$ cat src/rtl/bounded_euclidean_distance_unit_macros.svh
// Assertion macros shared by the bounded Euclidean distance RTL.
`ifndef BOUNDED_EUCLIDEAN_DISTANCE_UNIT_MACROS_SVH
`define BOUNDED_EUCLIDEAN_DISTANCE_UNIT_MACROS_SVH

// Consequent must hold in the same cycle as the antecedent.
`define BED_ASSERT_NOW(lbl, ante, cons, msg) \
  lbl: assert property (@(posedge clk_i) disable iff (!rst_ni) (ante) |-> (cons)) \
    else $error(msg);

// Consequent must hold in the cycle after the antecedent.
`define BED_ASSERT_NEXT(lbl, ante, cons, msg) \
  lbl: assert property (@(posedge clk_i) disable iff (!rst_ni) (ante) |=> (cons)) \
    else $error(msg);

`endif

$ cat src/rtl/bed_pkg.sv
// Types and constants of the bounded Euclidean distance unit.
package bed_pkg;

  localparam int unsigned ELEM_W  = 16;
  localparam int unsigned ABS_W   = 16;
  localparam int unsigned BOUND_W = 21;
  localparam int unsigned MUL_W   = 21;
  localparam int unsigned SUM_W   = 42;
  localparam int unsigned ROOT_W  = 43;
  localparam int unsigned ALU_W   = 44;

  // Sequencer states.
  typedef enum logic [2:0] {
    ST_IDLE,
    ST_MUL_B,
    ST_MUL_D,
    ST_ACC,
    ST_CMP,
    ST_ROOT,
    ST_OUT
  } st_e;

  // Operations of the shared adder.
  typedef enum logic {
    ALU_ADD,
    ALU_SUB
  } alu_op_e;

  typedef struct packed {
    alu_op_e            op;
    logic [ALU_W-1:0]   a;
    logic [ALU_W-1:0]   b;
  } alu_req_t;

  typedef struct packed {
    logic [MUL_W-1:0] a;
    logic [MUL_W-1:0] b;
  } mul_req_t;

endpackage

$ cat src/rtl/bounded_euclidean_distance_unit.sv
// Top level of the bounded Euclidean distance unit: sequencer, state and ports.
//
// The block takes element pairs of two vectors on the input stream and returns one
// word per vector on the output stream. An input word carries the left and right
// elements and the bound; tuser marks the first pair of a vector and tlast the last.
// The bound is squared on the first pair; squared differences are summed until the
// sum passes the squared bound, after which further pairs of that vector are ignored.
// The last pair produces the sum, or its floor square root, with an exceeded flag.
// One shared multiplier and one shared 44-bit adder do the squaring, summing,
// compare and root arithmetic under a small sequencer. Each pair is squared, added
// and compared; a first pair first squares the bound on the multiplier. A last pair
// then loads the output register, after adder square-root steps when roots are on.
// The input is ready only while the sequencer is idle. Results sit in an output
// register, so the next vector streams in while a result waits; a stalled receiver
// only holds the block once a second result is ready to leave.
// Reset clears the sum, the squared bound, the stopped flag and skip_root (roots on).
// The APB register skip_root lies at address 0; write it only while the block is idle.
module bounded_euclidean_distance_unit (
  input  logic        clk_i,
  input  logic        rst_ni,
  // Input stream.
  input  logic        s_axis_tvalid,
  output logic        s_axis_tready,
  input  logic [55:0] s_axis_tdata,   // left_element[15:0], right_element[31:16],
                                      // bound[52:32], zero padding[55:53]
  input  logic        s_axis_tlast,   // last_element
  input  logic [0:0]  s_axis_tuser,   // first_element
  // Output stream.
  output logic        m_axis_tvalid,
  input  logic        m_axis_tready,
  output logic [47:0] m_axis_tdata,   // distance[41:0], zero padding[47:42]
  output logic [0:0]  m_axis_tuser,   // exceeded
  // APB configuration port.
  input  logic        psel,
  input  logic        penable,
  input  logic        pwrite,
  input  logic [2:0]  paddr,
  input  logic [31:0] pwdata,
  output logic [31:0] prdata,
  output logic        pready
);

  localparam int unsigned SUM_W  = bed_pkg::SUM_W;
  localparam int unsigned ROOT_W = bed_pkg::ROOT_W;
  localparam int unsigned ALU_W  = bed_pkg::ALU_W;

  bed_pkg::st_e state_q, state_d;

  logic                        skip_root_q;
  logic [bed_pkg::ABS_W-1:0]   absd_q;
  logic [bed_pkg::BOUND_W-1:0] bound_q;
  logic                        first_q;
  logic                        last_q;
  logic [SUM_W-1:0]            sum_q;
  logic [SUM_W-1:0]            bsq_q;
  logic                        stopped_q;
  logic [ROOT_W-1:0]           res_q;
  logic [ROOT_W-1:0]           bit_q;
  logic                        m_valid_q;
  logic [SUM_W-1:0]            dist_q;
  logic                        exc_q;

  logic                        in_acc;
  logic                        out_load;
  logic signed [bed_pkg::ELEM_W:0] diff;
  logic [bed_pkg::ABS_W-1:0]   diff_abs;
  bed_pkg::alu_req_t           alu_req;
  bed_pkg::mul_req_t           mul_req;
  logic [ALU_W-1:0]            alu_res;
  logic [SUM_W-1:0]            prod;
  logic                        borrow;
  logic [ROOT_W-1:0]           trial;

  bed_alu u_alu (
    .req_i    (alu_req),
    .result_o (alu_res)
  );

  bed_mul u_mul (
    .clk_i  (clk_i),
    .req_i  (mul_req),
    .prod_o (prod)
  );

  // Handshakes.
  assign s_axis_tready = (state_q == bed_pkg::ST_IDLE);
  assign in_acc        = s_axis_tvalid && s_axis_tready;
  assign out_load      = (state_q == bed_pkg::ST_OUT) && (!m_valid_q || m_axis_tready);

  // Absolute difference of the incoming pair; it always fits in 16 bits.
  assign diff     = $signed({s_axis_tdata[15], s_axis_tdata[15:0]})
                  - $signed({s_axis_tdata[31], s_axis_tdata[31:16]});
  assign diff_abs = diff[16] ? 16'(-diff) : 16'(diff);

  assign borrow = alu_res[ALU_W-1];
  assign trial  = res_q | bit_q;

  // Next state and shared unit operands.
  always_comb begin
    state_d    = state_q;
    alu_req.op = bed_pkg::ALU_ADD;
    alu_req.a  = '0;
    alu_req.b  = '0;
    mul_req.a  = bed_pkg::MUL_W'(absd_q);
    mul_req.b  = bed_pkg::MUL_W'(absd_q);
    unique case (state_q)
      bed_pkg::ST_IDLE: begin
        if (in_acc) begin
          state_d = s_axis_tuser[0] ? bed_pkg::ST_MUL_B : bed_pkg::ST_MUL_D;
        end
      end
      bed_pkg::ST_MUL_B: begin
        mul_req.a = bound_q;
        mul_req.b = bound_q;
        state_d   = bed_pkg::ST_MUL_D;
      end
      bed_pkg::ST_MUL_D: begin
        state_d = bed_pkg::ST_ACC;
      end
      bed_pkg::ST_ACC: begin
        alu_req.op = bed_pkg::ALU_ADD;
        alu_req.a  = ALU_W'(sum_q);
        alu_req.b  = ALU_W'(prod);
        state_d    = bed_pkg::ST_CMP;
      end
      bed_pkg::ST_CMP: begin
        alu_req.op = bed_pkg::ALU_SUB;
        alu_req.a  = ALU_W'(bsq_q);
        alu_req.b  = ALU_W'(sum_q);
        if (!last_q) begin
          state_d = bed_pkg::ST_IDLE;
        end else if (skip_root_q) begin
          state_d = bed_pkg::ST_OUT;
        end else begin
          state_d = bed_pkg::ST_ROOT;
        end
      end
      bed_pkg::ST_ROOT: begin
        alu_req.op = bed_pkg::ALU_SUB;
        alu_req.a  = ALU_W'(sum_q);
        alu_req.b  = ALU_W'(trial);
        if (bit_q[0]) begin
          state_d = bed_pkg::ST_OUT;
        end
      end
      bed_pkg::ST_OUT: begin
        if (out_load) begin
          state_d = bed_pkg::ST_IDLE;
        end
      end
      default: state_d = bed_pkg::ST_IDLE;
    endcase
  end

  // Sequencer state register.
  always_ff @(posedge clk_i or negedge rst_ni) begin
    if (!rst_ni) begin
      state_q <= bed_pkg::ST_IDLE;
    end else begin
      state_q <= state_d;
    end
  end

  // Configuration register.
  always_ff @(posedge clk_i or negedge rst_ni) begin
    if (!rst_ni) begin
      skip_root_q <= 1'b0;
    end else if (psel && penable && pwrite && pready && !paddr[2]) begin
      skip_root_q <= pwdata[0];
    end
  end

  assign pready = 1'b1;
  assign prdata = paddr[2] ? 32'd0 : {31'd0, skip_root_q};

  // Captured input word.
  always_ff @(posedge clk_i) begin
    if (in_acc) begin
      absd_q  <= diff_abs;
      bound_q <= s_axis_tdata[52:32];
      first_q <= s_axis_tuser[0];
      last_q  <= s_axis_tlast;
    end
  end

  // Running sum (also the root remainder), squared bound and stopped flag.
  always_ff @(posedge clk_i or negedge rst_ni) begin
    if (!rst_ni) begin
      sum_q     <= '0;
      bsq_q     <= '0;
      stopped_q <= 1'b0;
    end else begin
      unique case (state_q)
        bed_pkg::ST_IDLE: begin
          if (in_acc && s_axis_tuser[0]) begin
            sum_q     <= '0;
            stopped_q <= 1'b0;
          end
        end
        bed_pkg::ST_MUL_D: begin
          if (first_q) begin
            bsq_q <= prod;
          end
        end
        bed_pkg::ST_ACC: begin
          if (!stopped_q) begin
            // Saturate once the sum carries past 42 bits.
            sum_q <= alu_res[SUM_W] ? '1 : alu_res[SUM_W-1:0];
          end
        end
        bed_pkg::ST_CMP: begin
          if (!stopped_q && borrow) begin
            stopped_q <= 1'b1;
          end
        end
        bed_pkg::ST_ROOT: begin
          if (!borrow) begin
            sum_q <= alu_res[SUM_W-1:0];
          end
        end
        bed_pkg::ST_OUT: begin
          if (out_load) begin
            sum_q     <= '0;
            stopped_q <= 1'b0;
          end
        end
        default: ;
      endcase
    end
  end

  // Square root digit registers.
  always_ff @(posedge clk_i) begin
    if (state_q == bed_pkg::ST_CMP) begin
      res_q <= '0;
      bit_q <= ROOT_W'(1) << (ROOT_W - 1);
    end else if (state_q == bed_pkg::ST_ROOT) begin
      res_q <= borrow ? (res_q >> 1) : ((res_q >> 1) | bit_q);
      bit_q <= bit_q >> 2;
    end
  end

  // Output register.
  always_ff @(posedge clk_i or negedge rst_ni) begin
    if (!rst_ni) begin
      m_valid_q <= 1'b0;
    end else if (out_load) begin
      m_valid_q <= 1'b1;
    end else if (m_axis_tready) begin
      m_valid_q <= 1'b0;
    end
  end

  always_ff @(posedge clk_i) begin
    if (out_load) begin
      dist_q <= skip_root_q ? sum_q : res_q[SUM_W-1:0];
      exc_q  <= stopped_q;
    end
  end

  assign m_axis_tvalid = m_valid_q;
  assign m_axis_tdata  = {6'd0, dist_q};
  assign m_axis_tuser  = exc_q;

  `include "bounded_euclidean_distance_unit_macros.svh"

  `BED_ASSERT_NEXT(a_first_squares_bound, in_acc && s_axis_tuser[0], state_q == bed_pkg::ST_MUL_B, "first pair did not square the bound")
  `BED_ASSERT_NOW(a_out_from_seq, $rose(m_axis_tvalid), $past(state_q == bed_pkg::ST_OUT), "result appeared outside the output step")
  `BED_ASSERT_NOW(a_root_bit_onehot, state_q == bed_pkg::ST_ROOT, $onehot(bit_q), "root trial bit lost its single set bit")
  `BED_ASSERT_NEXT(a_sum_within_bound, state_q == bed_pkg::ST_CMP && !stopped_q, stopped_q || sum_q <= bsq_q, "sum passed the bound without stopping")

endmodule

$ cat src/rtl/bed_alu.sv
// Shared 44-bit add/subtract unit used for accumulate, compare and root steps.
module bed_alu (
  input  bed_pkg::alu_req_t              req_i,
  output logic [bed_pkg::ALU_W-1:0]      result_o
);

  // Subtraction leaves the borrow in the top bit.
  always_comb begin
    unique case (req_i.op)
      bed_pkg::ALU_ADD: result_o = req_i.a + req_i.b;
      bed_pkg::ALU_SUB: result_o = req_i.a - req_i.b;
      default:          result_o = req_i.a + req_i.b;
    endcase
  end

endmodule

$ cat src/rtl/bed_mul.sv
// Shared 21x21 unsigned multiplier with a registered product.
module bed_mul (
  input  logic                           clk_i,
  input  bed_pkg::mul_req_t              req_i,
  output logic [bed_pkg::SUM_W-1:0]      prod_o
);

  logic [bed_pkg::SUM_W-1:0] prod_q;

  // Product register; payload only, so no reset.
  always_ff @(posedge clk_i) begin
    prod_q <= bed_pkg::SUM_W'(req_i.a) * bed_pkg::SUM_W'(req_i.b);
  end

  assign prod_o = prod_q;

endmodule

$ cat config.mk
export PLATFORM = sky130hd
export DESIGN_NAME = bounded_euclidean_distance_unit
export DESIGN_NICKNAME = d
export VERILOG_FILES = /design/src/rtl/bed_pkg.sv /design/src/rtl/bounded_euclidean_distance_unit.sv /design/src/rtl/bed_alu.sv /design/src/rtl/bed_mul.sv
export VERILOG_INCLUDE_DIRS = /design/src /design/src/rtl
export SDC_FILE = /design/constraint.sdc
export NUM_CORES = 1
export LEC_CHECK = 0
export ABC_AREA = 1
export BUFFER_PORTS_ARGS = -buffer_cell sky130_fd_sc_hd__clkbuf_2
export CORE_MARGIN = 8
export CORE_UTILIZATION = 55
export DETAILED_ROUTE_END_ITERATION = 12
export GPL_TIMING_DRIVEN = 0
export PLACE_DENSITY_LB_ADDON = 0.25
export SYNTH_ARGS = -nofsm -noshare
export SYNTH_HDL_FRONTEND = slang
export SYNTH_HIERARCHICAL = 1
export SYNTH_SLANG_ARGS = --single-unit
$ cat constraint.sdc
create_clock -name clk_i -period 7.18 [get_ports clk_i]
set_input_delay 0.718 -clock clk_i [delete_from_list [all_inputs] [get_ports clk_i]]
set_output_delay 0.718 -clock clk_i [all_outputs]
set_load 0.05 [all_outputs]
---- After elaboration in Yosys (flattened, before gate mapping) ----
Index checks and enable logic that the tools add are counted.
W data, S select, Z words.
word-level totals
  bits of input ports ..................... 100
  word-level logic and storage cells ...... 81
  flip-flop bits (word level) ............. 279
operators by class
  add/subtract/negate cells ............... 4
  equality and inequality tests ........... 13
  mux-type cells .......................... 26
  reductions and logical operators ........ 19
  $mul .................................... 1
  bitwise logic cells ..................... 3
operator list
  kind                  count
  $mux W42              7
  $pmux W89 S3          1
  $pmux W42 S4          1
  $pmux W44 S2          1
  $add A44 B44 Y44      1
  $sub A44 B44 Y44      1
  $mux W43              1
  $or A42 B43 Y43       1
  $or A43 B43 Y43       1
  $mul A21 B21 Y42      1
  $pmux W3 S7           1
  $sub A16 B16 Y17      1
  $mux W16              1
  $neg A16 Y16          1
  $mux W3               4
  $ne A2 B2 Y1 const B  5
  $eq A3 B3 Y1 const B  3
  $logic_and A1 B1 Y1   7
  $eq A3 B2 Y1 const B  2
  $mux W1               6
  $reduce_and A5 Y1     1
  $mux W2               2
  $ne A2 B1 Y1 const B  2
  $reduce_and A4 Y1     1
  11 further kinds      13

---- Depth between registers and ports, before layout ----
  depth after elaboration ................. 7
  gate-level depth with buffers ........... 39

---- Hierarchy ----
Netlist, hierarchy kept.
by module, submodules not included
  module                           area each (um^2)  times used  cells an instance
  bed_mul                          16747.3           1           2281
  bounded_euclidean_distance_unit  12012.8           1           1384
  bed_alu                          4738.3            1           973

---- Least setup slack after synthesis ----
No wires, ideal clock.
  path type ............................... register to register
  start ................................... reg state_q[0]
  end ..................................... reg u_mul.prod_q (netlist bit u_mul/prod_o[35])
  path slack .............................. 0.417 ns
  cell stages (with the launch flop) ...... 33
  clock period less this slack ............ 6.763 ns
  buffers on the path ..................... 2
  arrival time ............................ 6.651 ns
  data required time ...................... 7.068 ns
  library setup time ...................... 0.112 ns
  path through ............................ dfrtp_1 > inv_2 > nor2_1 > nand2_1 > clkbuf_1 > mux2_2 > clkbuf_1 > nand2_1 > inv_1 > fa_1 > fa_1 > inv_1 > fa_1 > inv_1 > fa_1 > inv_1 > fa_1 > inv_1 > fa_1 > inv_1 > fa_1 > inv_1 > ha_1 > nand2_2 > inv_1 > a21oi_1 > inv_1 > a21oi_1 > nand2_2 > nand2_1 > nand2_1 > nand2_1 > nand2_1
RTL lines
  element                 RTL line                                text
  from (decl)             bounded_euclidean_distance_unit.sv:47   bed_pkg::st_e state_q, state_d;
  from (signal assigned)  bounded_euclidean_distance_unit.sv:158  state_q <= bed_pkg::ST_IDLE;
  from (signal assigned)  bounded_euclidean_distance_unit.sv:160  state_q <= state_d;
  to (signal assigned)    bed_mul.sv:12                           prod_q <= bed_pkg::SUM_W'(req_i.a) * bed_pkg::SUM_W'(req_i.b);
  to (decl)               bed_mul.sv:8                            logic [bed_pkg::SUM_W-1:0] prod_q;

==> results.ini <==
[critical_path]
crit_buf_inv=9
worst_path_largest_cell_delay_ns=0.62
cp-start-kind=flop
critical_path_required_ns=7.65
cp_top_family=adder cells
crit_path_end_kind=flop
timing.critical_path.slowest_stage_cell=fa_1
critical_path.most_common_cell=fa_1
critical_path_class=flop to flop
critical_path_arrival_ns=7.48
critical_path_peak_fanout=10

[route]
via_per_inst=5.19
iteration_count_of_the_initial_detailed_routing_pass=5
postRouteWirelength_um=103000
vias=29300
remaining_drcs=0
drt-wirelength-per-cell_um=18.3
initialDrtViolationCount=2385
drtAntennaViolNets=0

[timing]
final.period_utilization_pct=97.6
timing.final.setup_violations=0
worst_pin_slew_ns=1.05
worst_hold_slack_ns=0.176
grt_setup_unrepaired=yes
finalWorstPathRequiredPeriod_ns=7.01
report.final.hold_viol_count=0
maximum_clock_frequency_ghz=0.143
slew-limit-headroom_pct=29.8
slew_viol_final=0
final.setup_skew_ns=0.0324

[clocking]
clkSlewWorstSetupHoldPaths_ns=0.06
cts-htree-levels=2
maximum_count_of_clock_buffers_along_a_single_path=3
cts_inserted_buffers=34
ctsRootBufferMaster=clkbuf_16
clock_tree_from_tritoncts=done
cts.sinks=279
clock_insertion_delay_worst_skew_ns=0.57

[grt]
grt_first_pass_wirelength_um=161000
gr-total-overflow=0
grt_start_max_net_pins=55
antenna_found_initial=0
grtUsageTotal_pct=29.5
first_global_vias=29600

[floorplanning]
die-width_um=263
i_o_pin_count=184
initial_utilization_pct=55.6
design.die.area_um2=69100
fp.coreArea_um2=60200
fp-row-count=90
die_height_um=263

[hold_path]
timing.hold.worst.class=input pin to async pin

[finish]
instances_no_fill=5637
final_layout_size_suffix_gt1_share_pct=9.45
layout.cells.most_common_list=nand2_1, inv_1, fa_1
finalInstanceArea_um2=36800
register_area_um2=6860
layout.core_utilization_pct=61.0
most_common_cell_after_layout_fill_and_taps_aside=nand2_1
antenna_cells=0
area_overhead_vs_synth_pct=9.74
nNetsFinal=5502
multi_input_comb_area_um2=21600
layout.filler_cells=5645

[synth]
synth.lib_cells_used.distinct=49
synthesis.area_um2=33500
synth_area_per_cell_um2=7.22
synth_largest_area_cell=fa_1
synth-async-reset-ratio_pct=32.3
yosys_warnings=6
synth_sequential_area_ratio_pct=20.5
ys.flop_type=dfxtp_1
synth_top_cell_area_share_pct=21.5
cell_count_after_synthesis=4638
synth_edf_count=82
netlist_top_cells_area=fa_1, nand2_1, inv_1, ha_1, edfxtp_1
yosys_register_bits=279

[place]
detailedPlacementHpwl_um=86400
numPlacedInstances=5571
postPlaceCellArea_um2=35300
buffer_ports.inserted=109
gp_congestion=0.972

[job]
cap_violations=0

[outcome]
status=finished, final reports clean

==> per-layer routing <==
metal	GRT usage (%)	vias up	part of all wire, %
li1	-	14100	-
met4	13.6	0	5.3
met1	36.1	13800	40
met5	0	-	0
met3	4.39	243	7.5
met2	50.9	1148	47
==> metrics by stage <==
stage	setup TNS, ns	setup slack, ns
floorplan	0	0.417
global placement	-15.50	-0.787
detailed placement	-17.70	-0.837
CTS	0	0.0404
global route	-0.135	-0.0572
finish	0	0.170
==> what timing repair did <==
action                     CTS  global route
setup endpoints to repair   30            25
pin swaps                    2             1
hold buffers                 0             0
hold endpoints to repair     0             0
setup buffers                1             3
resized for setup           94            92
==> Yosys cell counts, types with 22 or more instances <==
library cell and number:
clkbuf_1 130, a21o_1 23, xor2_1 76, o21ai_0 178, dfxtp_1 107, edfxtp_1 82, fa_1 360, ha_1 213
nand2_1 1353, buf_4 39, dfrtp_1 90, inv_1 1152, mux2_2 53, a21oi_1 126, nand4_1 22, nor2_1 283
nand3_1 108
==> state kept, by name, summed over array words and instances, names as in the netlist <==
signal and cells:
m_axis_tvalid 1, stopped_q 1, last_q 1, absd_q 16
state_q 3, u_mul/prod_o 42, first_q 1, res_q 43
dist_q 42, m_axis_tuser 1, bit_q 22, bound_q 21
sum_q 42, skip_root_q 1, bsq_q 42
==> final timing paths <==
| check | startpoint | endpoint | slack [ns] | depth (start not counted) |
|---|---|---|---|---|
| max | state_q[0] | u_mul/prod_o[39] | 0.17 | 30 |
| min | rst_ni | sum_q[4] | 0.18 | 1 |
| max reg2reg | state_q[0] | u_mul/prod_o[39] | 0.17 | 30 |
| min reg2reg | res_q[10] | res_q[9] | 0.47 | 2 |
| max in group asynchronous | rst_ni | bsq_q[36] | 6.26 | 2 |
| min in group clk_i | s_axis_tdata[50] | bound_q[18] | 0.34 | 1 |
==> layout make-up <==
cell class	instances	share of cell area, %
clock buffer	48	2.71
sequential	279	18.7
inverter	1161	11.9
timing repair buffer	116	1.76
clock inverter	14	0.449
tap	782	2.66
multi-input combinational	3043	58.9
buffer	194	3.04
==> kinds of logic after synthesis <==
family          Yosys count  synth area share, %
simple gates           1840                 22.0
buf+inv                1355                 15.8
fa+ha+maj               573                 29.5
compound gates          441                 7.91
flops                   279                 20.5
xor+xnor                 95                 2.48
mux                      53                 1.78
other cells               2               0.0224
Power is not shown: default switching activity piles up to over one toggle a cycle in this logic, so the estimate is an artifact.
